**src/sv/c2zp_pkg.sv**
```systemverilog
// ----------------------------------------------------------------------------
// c2zp_pkg
// shared constants, register indexes and types of the 2x2 zero padded filter
// ----------------------------------------------------------------------------
package c2zp_pkg;

    // line buffer depth and derived widths
    localparam int MAX_SIZE = 1024;
    localparam int ADDR_W   = $clog2(MAX_SIZE);
    localparam int IMG_W    = 11;
    localparam int CNT_W    = (ADDR_W + 1 > IMG_W) ? ADDR_W + 1 : IMG_W;

    // payload widths
    localparam int PIX_W  = 16;
    localparam int COEF_W = 16;
    localparam int PROD_W = PIX_W + COEF_W;
    localparam int OUT_W  = 34;

    // configuration port
    localparam int CFG_IDX_W  = 3;
    localparam int CFG_DATA_W = 16;

    localparam logic [CFG_IDX_W-1:0] CFG_IMAGE_SIZE    = 3'd0;
    localparam logic [CFG_IDX_W-1:0] CFG_COEF_TOP_LEFT = 3'd1;
    localparam logic [CFG_IDX_W-1:0] CFG_COEF_TOP      = 3'd2;
    localparam logic [CFG_IDX_W-1:0] CFG_COEF_LEFT     = 3'd3;
    localparam logic [CFG_IDX_W-1:0] CFG_COEF_CENTER   = 3'd4;

    localparam logic [IMG_W-1:0]  IMAGE_SIZE_RESET = 11'd4;
    localparam logic [COEF_W-1:0] COEF_RESET       = 16'd256;

    // four kernel weights
    typedef struct packed {
        logic signed [COEF_W-1:0] top_left;
        logic signed [COEF_W-1:0] top;
        logic signed [COEF_W-1:0] left;
        logic signed [COEF_W-1:0] center;
    } coef_set_t;

    // raster position of the next beat
    typedef struct packed {
        logic [ADDR_W-1:0] col;
        logic              row_nz;
        logic              col_nz;
        logic              done;
    } raster_t;

    // neighborhood of one pixel, with in-image flags
    typedef struct packed {
        logic signed [PIX_W-1:0] above_left;
        logic signed [PIX_W-1:0] above;
        logic signed [PIX_W-1:0] left;
        logic signed [PIX_W-1:0] center;
        logic                    row_nz;
        logic                    col_nz;
    } taps_t;

endpackage

```
**src/sv/c2zp_mac.sv**
```systemverilog
// ----------------------------------------------------------------------------
// c2zp_mac
// four weighted taps summed at full width, out-of-image taps forced to zero
// ----------------------------------------------------------------------------
module c2zp_mac (
    input  c2zp_pkg::coef_set_t                 coefs,
    input  c2zp_pkg::taps_t                     taps,
    output logic signed [c2zp_pkg::OUT_W-1:0]   result
);
    import c2zp_pkg::*;

    logic signed [PROD_W-1:0] p_tl, p_t, p_l, p_c;
    logic signed [PROD_W-1:0] t_tl, t_t, t_l;

    assign p_tl = coefs.top_left * taps.above_left;
    assign p_t  = coefs.top      * taps.above;
    assign p_l  = coefs.left     * taps.left;
    assign p_c  = coefs.center   * taps.center;

    // zero padding
    assign t_tl = (taps.row_nz && taps.col_nz) ? p_tl : '0;
    assign t_t  = taps.row_nz ? p_t : '0;
    assign t_l  = taps.col_nz ? p_l : '0;

    assign result = OUT_W'(t_tl) + OUT_W'(t_t) + OUT_W'(t_l) + OUT_W'(p_c);

endmodule

```
**config.mk**
```make
export PLATFORM = sky130hd
export DESIGN_NAME = c2zp_mac
export DESIGN_NICKNAME = d
export VERILOG_FILES = /design/src/sv/c2zp_pkg.sv /design/src/sv/c2zp_mac.sv
export SDC_FILE = /design/constraint.sdc
export NUM_CORES = 2
export LEC_CHECK = 0
export BUFFER_PORTS_ARGS = -buffer_cell sky130_fd_sc_hd__buf_2
export CAP_MARGIN = 30
export CORE_UTILIZATION = 70
export DETAILED_ROUTE_END_ITERATION = 8
export PLACE_DENSITY = 0.95
export SLEW_MARGIN = 15
export SYNTH_ARGS = -nofsm -noshare
export SYNTH_HDL_FRONTEND = slang
export SYNTH_SLANG_ARGS = --single-unit
```
**constraint.sdc**
```tcl
create_clock -name vclk -period 56.4
set_input_delay 11.28 -clock vclk [all_inputs]
set_output_delay 11.28 -clock vclk [all_outputs]
set_load 0.03 [all_outputs]
```
After elaboration in Yosys (flattened, before gate mapping):

Cells that the tools add are included.

* bits in registers: 0
* input bits: 130

* reduce and logical (&&, ||, !) cells: 1
* muxes and demuxes: 3
* add/subtract/negate cells: 3
* multiply operators: 4

Operator list (count)
* $mul 16x16->32: 4
* $mux 32: 3
* $add 33x32->34: 1
* $add 34x32->34: 1
* $add 32x32->33: 1
* $logic_and 1x1->1: 1

Longest topological paths before layout:

* depth in word-level cells: 5
* depth in mapped cells: 45
* depth with buffers taken out: 44

Least setup slack after synthesis:

Ideal clock, no wire load.

* kind: in2out
* start point: input port taps[35] (netlist bit)
* end point: output port result[31] (netlist bit)
* data required time: 45.120 ns
* stages: 40
* path buffers: 1
* slack: 23.055 ns
* data arrival time: 22.065 ns
* cells stage by stage: clkbuf_1 nand2_1 fa_1 fa_1 fa_1 inv_1 fa_1 fa_1 inv_1 fa_1 inv_1 ha_1 a21oi_1 nor2b_1 or3_1 nor2b_1 or3_1 a21o_1 [... 4 more ...] fa_1 inv_1 fa_1 fa_1 fa_1 fa_1 inv_1 fa_1 ha_1 ha_1 and3_1 a31oi_1 a211oi_1 o21bai_1 a21oi_1 a21o_1 a21oi_1 xnor2_1

* word-level cells in the longest chain between the ends: 5

RTL lines
* from (decl): RTL line c2zp_mac.sv:7 `input c2zp_pkg::taps_t taps,`
* $mul 16x16->32: RTL line c2zp_mac.sv:16 `assign p_t = coefs.top * taps.above;`
* $mux 32: RTL line c2zp_mac.sv:22 `assign t_t = taps.row_nz ? p_t : '0;`
* $add 32x32->33: RTL line c2zp_mac.sv:25 `assign result = OUT_W'(t_tl) + OUT_W'(t_t) + OUT_W'(t_l) + OUT_W'(p_c);`
* $add 33x32->34: RTL line c2zp_mac.sv:25
* $add 34x32->34: RTL line c2zp_mac.sv:25
* to (decl): RTL line c2zp_mac.sv:8 `output logic signed [c2zp_pkg::OUT_W-1:0] result`

Every way passes these cells.

Final worst setup path:

* start point: input port taps[35] (netlist bit)
* end point: output port result[33] (netlist bit)

The elaborated chain is that of the path after synthesis.

==> run summary <==
Run status: finished, final reports clean
Yosys Warn Count: 0
Layout cell share with drive strength beyond 1: 4.09%
Routed wire per std cell: 20.2 um
Post-synthesis sequential area ratio: 0%
Largest net degree at the start of global routing: 27
Die width: 246 um
TritonRoute pass-1 iters: 6
Count of distinct cell types in the synthesized netlist: 63
DR vias: 32.3k
Post-cts repair resize count: 0
Input/output buffers: 164
Mapped cell area: 41800 um^2
Die outline height: 246 um
Commonest cells in the synthesized netlist: 1231 x inv_1, 1155 x fa_1, 615 x nand2_1
Count leader, synth: inv_1
Summed negative setup slack over all endpoints: 0 ns
Slew at the pin closest to its max-slew limit: 0.913 ns
Most common cell on crit path: fa_1
Synthesized instance count: 4569
Area of the die: 60700 um^2
Final Cycle Share: 61.7%
Number of max-cap violations: 0
Placement row count: 89
Number of DRC markers after the initial detailed-route iteration: 3222
Routed Wire Length: 109000 um
RSZ-0062 raised after global routing: false
Worst slew slack as a fraction of its limit: 38.5%
Type of the worst setup path: in2out
Setup bufs post-CTS: 0
Leftover overflow at the end of global routing: 0
First element of the critical path: taps[35]
Number of clock buffers in the layout: 0
F_max: 28.7 MHz
Post-DP HPWL: 91900 um
Worst setup slack before clock tree synthesis: 21.90 ns
Number of top-level design ports: 164
Largest area contributor in the synthesized netlist: fa_1
Seq. cell area: 0 um^2
CORE AREA: 59000 um^2
Cell with the largest stage delay on the worst path: a211oi_1
Critical Path AT: 23.55 ns
Post-Syn Nets: 6200
Slowest cell delay on critical path: 0.62 ns
# placed instances: 5372
Post-layout instance count excluding filler cells: 5384
Seq_cells: 0
Layout net count: 6232
DRC viols: 0
Area share of the largest cell type after synthesis: 55.3%
Fillers: 3691
Final critical-path required period: 34.83 ns
Max Slew Vio Count: 0
Type of element capturing the critical path: output port
Routability-driven placement congestion ratio: 0.979
Data required time at the worst endpoint: 45.12 ns
Initial Util: 70.9%
Average vias per placed instance: 5.99
Layout overhead on the synthesized area: 3.17%
Antenna-violating nets left: 0
Number of hold-repair buffers added at the cts stage: 0
Nature of the critical path startpoint: primary input
Number of hold violations in the final report: 0
Maximum fanout encountered on the critical timing path: 16
Main area contributors after synthesis: fa_1 55%, inv_1 11%, ha_1 10%, and2_1 6.3%, nand2_1 5.5%
Worst Setup Slack, final: 21.57 ns
GRT Util Overall: 38.0%
Via count of the first global-routing pass: 36.7k
Min-Delay Path Class: in2out
Initial antenna violation count: 12
First-pass GRT wire length: 180000 um
Setup violators final: 0
Launch point of the worst hold path: coefs[0]
Mean cell area of the mapped netlist: 9.15 um^2
## per-stage QoR
stage	util [%]	cell area (um^2)	hold slack, ns
6_report	73.1	43100	23.41
5_1_grt	73.1	43100	23.44
4_1_cts	73.0	43100	23.39
3_5_place_dp	73.0	43100	23.38
3_3_place_gp	73.0	43100	23.37
2_1_floorplan	-	41800	22.95
## per-layer routing
metal,track usage [%],wire length [um]
met1,44.1,34600
met2,62.6,52700
met3,9.52,12500
met4,24.9,8840
met5,0.899,84
## cells in the final DEF (no fill, tap or decap), drive strengths merged, types with 4 or more instances in the layout
cell type     n
or2           5
nand2       615
o31ai         7
ha          346
o21ai        65
o21a         12
a211oi       12
o21bai       10
xnor2        94
nand2b       63
nor3         16
a21oi       102
a211o         4
and3         12
o211ai        8
inv        1231
xor2         34
buf         167
a31oi         8
nand4         8
o22ai         4
nand3        23
diode        12
nand3b        4
nor2b        14
and2        423
fa         1155
nor2         79
or3           8
nor4          6
a21o         31
## path summary, 6_finish.rpt
| path | slack, ns | to | cells after the start |
|---|---|---|---|
| setup / recovery | 21.57 | result[33] | 42 |
| hold / removal | 23.41 | result[1] | 4 |
## worst max-delay path, delay by kind of cell
kind / cells / cell delay [ns]
xor+xnor: 2 / 0.59
compound gates: 9 / 2.20
fa+ha+maj: 15 / 7.06
buf+inv: 7 / 0.79
simple gates: 9 / 1.64
## cells by family after synthesis
family / Yosys count / share of synthesized area [%]
mux: 1 / 0.0359
compound gates: 291 / 4.39
buf+inv: 1369 / 12.3
simple gates: 1278 / 14.9
fa+ha+maj: 1501 / 65.6
xor+xnor: 129 / 2.73
## cell type report
type / count / area, um^2 / area share, %
Antenna cell: 12 / 30.0 / 0.0696
Inverter: 1232 / 4620 / 10.7
Multi-Input combinational cell: 3200 / 36700 / 85.0
Tap cell: 773 / 967 / 2.24
Timing Repair Buffer: 167 / 843 / 1.95
Power is left out: the tool's default activity adds up to more than one toggle a clock period on the data nets, which glitch-free logic cannot reach.
