==> config.mk <==
export PLATFORM = sky130hd
export DESIGN_NAME = c2zp_raster
export DESIGN_NICKNAME = d
export VERILOG_FILES = /design/src/sv/c2zp_pkg.sv /design/src/sv/c2zp_raster.sv
export SDC_FILE = /design/constraint.sdc
export NUM_CORES = 1
export LEC_CHECK = 0
export ABC_AREA = 1
export BUFFER_PORTS_ARGS = -buffer_cell sky130_fd_sc_hd__buf_4
export CORE_ASPECT_RATIO = 0.6
export CORE_MARGIN = 4
export CORE_UTILIZATION = 56
export DETAILED_ROUTE_END_ITERATION = 10
export HOLD_SLACK_MARGIN = 0.06
export PLACE_DENSITY = 0.76
export SLEW_MARGIN = 0
export SYNTH_ARGS = -nofsm -noshare
export SYNTH_HDL_FRONTEND = slang
export SYNTH_SLANG_ARGS = --single-unit
==> constraint.sdc <==
create_clock -name aclk -period 3.61 [get_ports aclk]
set_input_delay 0.722 -clock aclk [delete_from_list [all_inputs] [get_ports aclk]]
set_output_delay 0.722 -clock aclk [all_outputs]
set_load 0.02 [all_outputs]
==> src/sv/c2zp_pkg.sv <==
// ----------------------------------------------------------------------------
// c2zp_pkg
// shared constants, register indexes and types of the 2x2 zero padded filter
// ----------------------------------------------------------------------------
package c2zp_pkg;

    // line buffer depth and derived widths
    localparam int MAX_SIZE = 1024;
    localparam int ADDR_W   = $clog2(MAX_SIZE);
    localparam int IMG_W    = 11;
    localparam int CNT_W    = (ADDR_W + 1 > IMG_W) ? ADDR_W + 1 : IMG_W;

    // payload widths
    localparam int PIX_W  = 16;
    localparam int COEF_W = 16;
    localparam int PROD_W = PIX_W + COEF_W;
    localparam int OUT_W  = 34;

    // configuration port
    localparam int CFG_IDX_W  = 3;
    localparam int CFG_DATA_W = 16;

    localparam logic [CFG_IDX_W-1:0] CFG_IMAGE_SIZE    = 3'd0;
    localparam logic [CFG_IDX_W-1:0] CFG_COEF_TOP_LEFT = 3'd1;
    localparam logic [CFG_IDX_W-1:0] CFG_COEF_TOP      = 3'd2;
    localparam logic [CFG_IDX_W-1:0] CFG_COEF_LEFT     = 3'd3;
    localparam logic [CFG_IDX_W-1:0] CFG_COEF_CENTER   = 3'd4;

    localparam logic [IMG_W-1:0]  IMAGE_SIZE_RESET = 11'd4;
    localparam logic [COEF_W-1:0] COEF_RESET       = 16'd256;

    // four kernel weights
    typedef struct packed {
        logic signed [COEF_W-1:0] top_left;
        logic signed [COEF_W-1:0] top;
        logic signed [COEF_W-1:0] left;
        logic signed [COEF_W-1:0] center;
    } coef_set_t;

    // raster position of the next beat
    typedef struct packed {
        logic [ADDR_W-1:0] col;
        logic              row_nz;
        logic              col_nz;
        logic              done;
    } raster_t;

    // neighborhood of one pixel, with in-image flags
    typedef struct packed {
        logic signed [PIX_W-1:0] above_left;
        logic signed [PIX_W-1:0] above;
        logic signed [PIX_W-1:0] left;
        logic signed [PIX_W-1:0] center;
        logic                    row_nz;
        logic                    col_nz;
    } taps_t;

endpackage

==> src/sv/c2zp_raster.sv <==
// ----------------------------------------------------------------------------
// c2zp_raster
// row and column counters that follow the configured image size
// ----------------------------------------------------------------------------
module c2zp_raster (
    input  logic                         aclk,
    input  logic                         aresetn,
    input  logic                         advance,
    input  logic [c2zp_pkg::IMG_W-1:0]   image_size,
    output c2zp_pkg::raster_t            pos
);
    import c2zp_pkg::*;

    logic [ADDR_W-1:0] col_reg, col_next;
    logic [ADDR_W-1:0] row_reg, row_next;
    logic [CNT_W-1:0]  size_raw;
    logic [CNT_W-1:0]  size_eff;
    logic              col_wrap;
    logic              row_wrap;

    // zero acts as one, oversize clamps to the buffer depth
    always_comb begin
        size_raw = CNT_W'(image_size);
        if (size_raw == '0) begin
            size_eff = CNT_W'(1);
        end else if (size_raw > CNT_W'(MAX_SIZE)) begin
            size_eff = CNT_W'(MAX_SIZE);
        end else begin
            size_eff = size_raw;
        end
    end

    assign col_wrap = (CNT_W'(col_reg) + CNT_W'(1)) >= size_eff;
    assign row_wrap = (CNT_W'(row_reg) + CNT_W'(1)) >= size_eff;

    always_comb begin
        col_next = col_reg;
        row_next = row_reg;
        if (col_wrap) begin
            col_next = '0;
            row_next = row_wrap ? '0 : row_reg + ADDR_W'(1);
        end else begin
            col_next = col_reg + ADDR_W'(1);
        end
    end

    always_ff @(posedge aclk) begin
        if (!aresetn) begin
            col_reg <= '0;
            row_reg <= '0;
        end else if (advance) begin
            col_reg <= col_next;
            row_reg <= row_next;
        end
    end

    assign pos.col    = col_reg;
    assign pos.row_nz = (row_reg != '0);
    assign pos.col_nz = (col_reg != '0);
    assign pos.done   = col_wrap && row_wrap;

    // last pixel of the image always brings both counters home
    a_done_wraps: assert property (@(posedge aclk) disable iff (!aresetn)
        advance && pos.done |=> col_reg == '0 && row_reg == '0)
        else $error("counters not cleared after last pixel");

endmodule

Word level (Yosys, flattened, before mapping)
Index checks and enable logic that the tools add are counted.
Widths: inputs -> output; s select.

storage, ports and cells
  word-level logic and storage cells = 18
  input port bits = 14
  output and inout bits = 13
  register bits = 20

cells by class
  reduce and logical (&&, ||, !) cells = 5
  order comparisons = 3
  mux-type cells = 4
  add/sub/neg operators = 4

operator list
  cell                   count
  $add 10x1->11 const B  2
  $ge 11x11->1           2
  $mux 11                2
  $add 10x1->10 const B  2
  $mux 10                2
  $reduce_bool 10->1     2
  $gt 11x11->1 const B   1
  $logic_not 11->1       1
  $reduce_and 2->1       1
  $logic_and 1x1->1      1

Depth between registers and ports, before layout
Gate-level depths: netlist (run 1).

  depth in word-level cells = 5
  mapped depth = 19
  depth with buffers taken out = 18

Least setup slack after synthesis (run 1)
OpenSTA, ideal clock, no wires.

  path type = input -> output
  start point = input image_size[2] (netlist name)
  end point = output pos[0] (netlist name)
  data required time = 2.888 ns
  path buffers = 1
  slack = 0.297 ns
  data arrival time = 2.591 ns
  stages = 15
  cell sequence = or2_1 -> nor4_2 -> nand3_1 -> nand2_2 -> nand2_1 -> ha_1 -> nand2_1 -> nor2_1 -> o21ai_0 -> nand2_1 -> nand2_1 -> nand2_1 -> buf_2 -> nand2_1 -> inv_1

RTL lines
  what                line               text
  start: declaration  c2zp_raster.sv:9   input logic [c2zp_pkg::IMG_W-1:0] image_size,
  end: declaration    c2zp_raster.sv:10  output c2zp_pkg::raster_t pos

==> qor.yml, run 1 <==
status:
  status: "finished with violations"
  violations: "setup timing"
routing:
  firstDrtPassIters: 5
  vias: 2312
  routed_via_density: 5.65
  postRouteAntennaNets: 0
  drtIter0Drc: 213
  wl_per_cell_um: 16.0
  drc: 0
  routed_wl_mm: 6.54
critical_path:
  cp-endpoint: "pos[0]"
  cp-startpoint: "image_size[3]"
  critPathCaptureType: "primary output"
  start_kind: "input port"
  worst_path_max_delay_cell: "ha_1"
  crit_fanout: 5
  cp_cell_sequence: "buf_6 > or2_4 > nor4_4 > nand3_2 > nand2_4 > nand2_2 > ha_1 > nand2_2 > a21oi_1 > nor2_1 > nand2_1 > nand2_1 > nand2_2 > nand2_2 > inv_2 > buf_6"
  worstPathArrival_ns: 2.91
  r2r_cells: 16
  required_ns: 2.89
  crit_type: "input port to primary output"
  r2r-start: "col_reg[1]"
  reg2reg_to: "row_reg[5]"
  slowest_delay_ns: 0.32
  cpMostUsedCell: "nand2_2"
  rrSetupSlack_ns: 0.74
layout:
  diodes: 0
  stdcell_count: 409
  fillerInstances: 244
  nets: 405
  drive_above_1_share: 0.283
  syn_to_final_growth_pct: 32.4
pwr:
  swShare: 0.344
  p_int_uw: 404
  seqPwrFrac: 0.380
  power.density_nw_per_um2: 229
  leakagePower_uw: 0.00135
  clock_power_share: 0.297
  ir_worst_vdd_mv: 0.156
  p_switching_uw: 211
  power.share.combinational: 0.323
die:
  io_pins: 27
  fp.dieArea_um2: 4670
  core_um2: 3360
  dieHeight_um: 54.6
  row_count: 16
  initial_utilization: 0.602
  chipWidth_um: 85.6
sta:
  final-hold-violation-count: 0
  drv_slew: 0
  slew_headroom: 0.746
  rsz0062_at_grt: "yes"
  tightest_slew_ns: 0.380
  fin_skew_ns: 0.00301
  layout_setup_ws_ns: -0.0193
  max_freq_mhz: 276
  whs_ns: 0.545
  min_period_ns: 3.63
  finalCritPeriodShare: 1.01
  setup_viol: 1
yosys:
  ys_warn_count: 0
  syn_area_um2: 2020
  synth-seq-cells: 20
  postSynthCellCount: 334
  seq_area_frac_synth: 0.198
  synth.avg_cell_area_um2: 6.06
  synth_nets: 374
  synth_cell_types: 29
grt:
  grt_pass1_wl_mm: 8.69
  grt_usage: 0.245
  grt.overflow.total: 0
  antenna_found_initial: 0
  grt_start_max_net_pins: 21
  grt_pass1_vias: 1735
clocking:
  cts_buffers: 3
  clk_path_buf_depth: 2
  htreeDepth: 1
  cts_sinks: 20
  tritoncts: "built"
  clkTransAtPathRegs_ns: 0.08
  root_buffer: "clkbuf_8"
  clock_latency_ns: 0.27
min_path:
  worstHoldPathType: "flop to flop"
placement:
  gp_congestion: 0.838
  dp_hpwl_mm: 4.38
  dp_slack_ns: 0.0193
  place_inst: 402
  port-buffer-count: 26
flow_run:
  drv_cap: 0
[worst min-delay path by stage]
| stage | endpoint | slack, ns | start | cells after the start |
|---|---|---|---|---|
| floorplan | row_reg[6] | 0.53 | row_reg[6] | 4 |
| global placement | col_reg[1] | 0.51 | col_reg[1] | 2 |
| detailed placement | col_reg[1] | 0.52 | col_reg[1] | 2 |
| CTS | col_reg[1] | 0.53 | col_reg[1] | 2 |
| global route | col_reg[8] | 0.57 | col_reg[8] | 2 |
| finish | col_reg[8] | 0.54 | col_reg[8] | 2 |
[cells in the mapped netlist, drive strengths merged]
| master | count | area share |
|---|---|---|
| a21o | 1 | 0.0037 |
| xor2 | 8 | 0.035 |
| dfxtp | 20 | 0.20 |
| xnor2 | 1 | 0.0043 |
| a21oi | 15 | 0.037 |
| clkbuf | 1 | 0.0019 |
| nand3 | 14 | 0.040 |
| or2 | 2 | 0.0062 |
| clkinv | 3 | 0.0056 |
| nand3b | 1 | 0.0037 |
| nor3 | 6 | 0.017 |
| ha | 26 | 0.16 |
| buf | 6 | 0.020 |
| nor2 | 58 | 0.12 |
| nand2 | 104 | 0.20 |
| nand4 | 15 | 0.046 |
| nor4 | 1 | 0.0062 |
| nor3b | 1 | 0.0037 |
| o21ai | 3 | 0.0074 |
| inv | 48 | 0.089 |
[power by group through the flow]
stage | Clock, uW | Combinational [uW] | Sequential [uW]
global route | 194 | 216 | 234
finish | 183 | 199 | 234
detailed placement | 0 | 147 | 238
floorplan | 0 | 92.3 | 240
global placement | 0 | 143 | 238
CTS | 184 | 147 | 233
[per-stage QoR]
step,cell area [um2],power [uW],setup TNS [ns],util
2_1_floorplan,2020,333,0,-
3_3_place_gp,2260,381,0,0.673
3_5_place_dp,2260,385,0,0.673
4_1_cts,2320,564,0,0.689
5_1_grt,2680,644,-0.0931,0.797
6_report,2680,615,-0.0193,0.797
[layout make-up]
cell class              count  area [um2]  share of cell area
flip-flops and latches     20         400               0.149
well taps                  45        56.3              0.0210
multi-input cells         257        1730               0.644
repair buffers             32         251              0.0938
inverters                  51         191              0.0714
clock buffers               4        55.1              0.0205
[cells by family (layout without fill, tap and decap cells)]
| family | count (synthesis) | in the layout | share of synthesized area |
|---|---|---|---|
| XOR/XNOR | 9 | 9 | 0.0389 |
| flip-flops | 20 | 20 | 0.198 |
| AO/OA/AOI/OAI | 19 | 19 | 0.0482 |
| buffers and inverters | 58 | 87 | 0.116 |
| adder cells (fa/ha/maj) | 26 | 26 | 0.161 |
| AND/OR/NAND/NOR | 202 | 203 | 0.438 |
[per-layer routing]
layer / track usage / wire, um / vias to the layer above / share of wire
met4: 0.0237 / 119 / 0 / 0.018
met1: 0.404 / 3100 / 1054 / 0.47
met5: 0 / 0 / - / 0
met3: 0.0647 / 708 / 16 / 0.11
met2: 0.307 / 2620 / 126 / 0.40
li1: - / - / 1116 / -
[critical path, delay by kind of cell]
kind	cells	cell delay (ns)
buf+inv	3	0.23
compound gates	1	0.16
simple gates	11	1.46
fa+ha+maj	1	0.32
[repair_timing]
action | in CTS | in global routing
resized for setup | 0 | 63
setup buffers | 0 | 2
hold buffers | 0 | 0
endpoints found under the setup margin | 0 | 1
[layout by cell type, fill, tap and decap left out]
cell | Yosys | final
nand3_2 | 2 | 3
ha_1 | 26 | 12
nor4_4 | 0 | 1
a21oi_2 | 0 | 3
ha_4 | 0 | 14
nor2_2 | 8 | 9
clkbuf_8 | 0 | 4
nor3_1 | 5 | 5
nand3b_1 | 1 | 1
nand2_1 | 100 | 79
inv_1 | 45 | 42
buf_4 | 2 | 29
or2_2 | 1 | 1
or2_4 | 0 | 1
nand3_1 | 12 | 11
nor3b_2 | 0 | 1
inv_2 | 3 | 6
a21oi_1 | 15 | 12
buf_6 | 1 | 3
xnor2_1 | 1 | 1
a21o_1 | 1 | 1
nand2_4 | 0 | 12
xor2_1 | 8 | 8
nand2_2 | 4 | 14
clkinv_1 | 3 | 3
dfxtp_1 | 20 | 20
nor2_4 | 0 | 1
nor3_2 | 1 | 1
nand4_1 | 15 | 15
nor2_1 | 50 | 48
o21ai_0 | 3 | 3
(Power assumes the default switching activity.)
==> run 2: changes to the inputs <==
CELL_PAD_IN_SITES_DETAIL_PLACEMENT = 2   (was not set)
CELL_PAD_IN_SITES_GLOBAL_PLACEMENT = 2   (was not set)
CORE_UTILIZATION = 31   (was 56)
PLACE_DENSITY = 0.79   (was 0.76)
==> run 2 against run 1 <==
- fmax decreased by 3.7%
- largest cell class unchanged
- sequential cell count stayed put
- the run still ends with setup timing left
- largest power group is now combinational logic
- final cell count rose by 12%
- die area increased by 70%
==> qor.yml, run 2 (synthesis gave the netlist of run 1 again) <==
status:
  violations: "setup timing"
  status: "finished with violations"
layout:
  mostFrequentLayoutCells: "77 x nand2_1, 42 x inv_1, 39 x nor2_1, 37 x buf_4, 20 x dfxtp_1"
  stdcell_count: 460  # +12%
  seq_area_um2: 400  # unchanged
  diodes: 0  # unchanged
  final_cell_area_um2: 2920  # +8.9%
  multi_input_area_um2: 1810  # +4.9%
  fillerInstances: 740  # +200%
  nets: 417  # +3.0%
  final_common_cell: "nand2_1"
  syn_to_final_growth_pct: 44.1
  final_util: 0.469  # -0.328
  drive_above_1_share: 0.346  # +0.0628
placement:
  place_inst: 446  # +11%
  gp_congestion: 0.828  # -1.3%
  place_area_um2: 2350  # +3.8%
  dp_hpwl_mm: 6.59  # +51%
  port-buffer-count: 26  # unchanged
routing:
  vias: 2557  # +11%
  drc: 0  # unchanged
  wl_per_cell_um: 26.2  # +64%
  postRouteAntennaNets: 0  # unchanged
  routed_via_density: 5.56  # -1.7%
  firstDrtPassIters: 4  # -1
  drtIter0Drc: 197  # -7.5%
  routed_wl_mm: 12.0  # +84%
die:
  core_um2: 6220  # +85%
  initial_utilization: 0.325  # -0.277
  row_count: 22  # +6
  chipWidth_um: 112  # +31%
  io_pins: 27  # unchanged
  fp.dieArea_um2: 7930  # +70%
  dieHeight_um: 70.6  # +29%
critical_path:
  required_ns: 2.89  # about the same
  crit_fanout: 4  # -1
  worst_path_max_delay_cell: "ha_1"
  r2r-start: "col_reg[1]"
  start_kind: "input port"
  cp_cell_sequence: "buf_6 > or2_4 > nor4_4 > nand3_2 > nand2_4 > nand2_1 > ha_1 > nand2_4 > nor2_2 > nor2_2 > nor2_4 > nor2_4 > nand2_2 > nand2_2 > inv_2 > buf_6"
  crit_type: "input port to primary output"
  critPathCaptureType: "primary output"
  worstPathArrival_ns: 3.05  # +0.14 ns
  cp-startpoint: "image_size[3]"
  slowest_delay_ns: 0.33  # about the same
pwr:
  leakagePower_uw: 0.00142  # +5.3%
  power.density_nw_per_um2: 239  # +4.0%
  design_power_total_uw: 697  # +13%
  ir_worst_vdd_mv: 0.105  # -32%
sta:
  layout_setup_ws_ns: -0.157  # -0.138 ns
  final-hold-violation-count: 0  # unchanged
  tightest_slew_ns: 0.433  # +0.0529 ns
  rsz0062_at_grt: "yes"
  max_freq_mhz: 265  # -3.7%
  slew_headroom: 0.710  # -0.0354
  fin_skew_ns: 0.00699  # +0.00398 ns
  setup_viol: 1  # unchanged
  finalCritPeriodShare: 1.04  # +0.0383
  min_period_ns: 3.77  # +0.138 ns
  drv_slew: 0  # unchanged
grt:
  antenna_found_initial: 0  # unchanged
  grt_pass1_wl_mm: 17.0  # +96%
  grt_usage: 0.281  # +0.0357
  grt_pass1_vias: 2747  # +58%
  grt_start_max_net_pins: 21  # unchanged
  grt.overflow.total: 0  # unchanged
clocking:
  clk_path_buf_depth: 2  # unchanged
  cts_sinks: 20  # unchanged
  clock_latency_ns: 0.28  # about the same
  clkTransAtPathRegs_ns: 0.09  # about the same
  tritoncts: "built"
  cts_buffers: 3  # unchanged
  root_buffer: "clkbuf_8"
  htreeDepth: 1  # unchanged
min_path:
  worstHoldPathType: "flop to flop"
  worstHoldStart: "col_reg[9]"
flow_run:
  drv_cap: 0  # unchanged
## run 2: routing by layer
metal | vias to the layer above | GRT usage | wire length (um)
met3 | 23 | 0.0521 | 1040
met4 | 0 | 0.0413 | 263
met2 | 136 | 0.463 | 5580
li1 | 1137 | - | -
met5 | - | 0 | 0
met1 | 1261 | 0.394 | 5150
## run 2: where the power goes
group	internal [uW]	total, uW	switching (uW)
clock	97.9	200	102
combinational	98.2	263	165
sequential	226	234	7.14
total	423	697	274
## run 2: cell type report
| cell class | instances | share of cell area |
|---|---|---|
| sequential | 20 | 0.137 |
| tap | 84 | 0.0360 |
| multi-input combinational | 257 | 0.620 |
| clock buffer | 4 | 0.0189 |
| timing repair buffer | 44 | 0.122 |
| inverter | 51 | 0.0656 |
## run 2: per-stage QoR
| step | setup TNS (ns) | worst slack [ns] | hold slack (ns) |
|---|---|---|---|
| final | -0.157 | -0.157 | 0.583 |
| after global routing | -0.236 | -0.236 | 0.602 |
| after CTS | -0.0758 | -0.0758 | 0.564 |
| after detailed placement | -0.278 | -0.264 | 0.548 |
| after global placement | -0.0833 | -0.0833 | 0.527 |
| after floorplan | 0 | 0.297 | 0.533 |
## run 2: what timing repair did
action / 4_1_cts / 5_1_grt
buffers inserted: 7 / 2
pin swaps: 19 / 25
gates cloned: 1 / 0
hold buffers: 0 / 0
resized for setup: 43 / 49
endpoints found under the setup margin: 1 / 2
## run 2: critical path, delay by kind of cell
family | cells | cell delay, ns
buf+inv | 3 | 0.26
fa+ha+maj | 1 | 0.33
simple gates | 12 | 1.75
## run 2: final timing paths
path                      to  slack (ns)  cells past startpoint
setup / recovery      pos[0]       -0.16                     16
hold / removal    col_reg[9]        0.58                      2
hold reg to reg   col_reg[9]        0.58                      2
setup reg to reg  row_reg[1]        0.28                     17
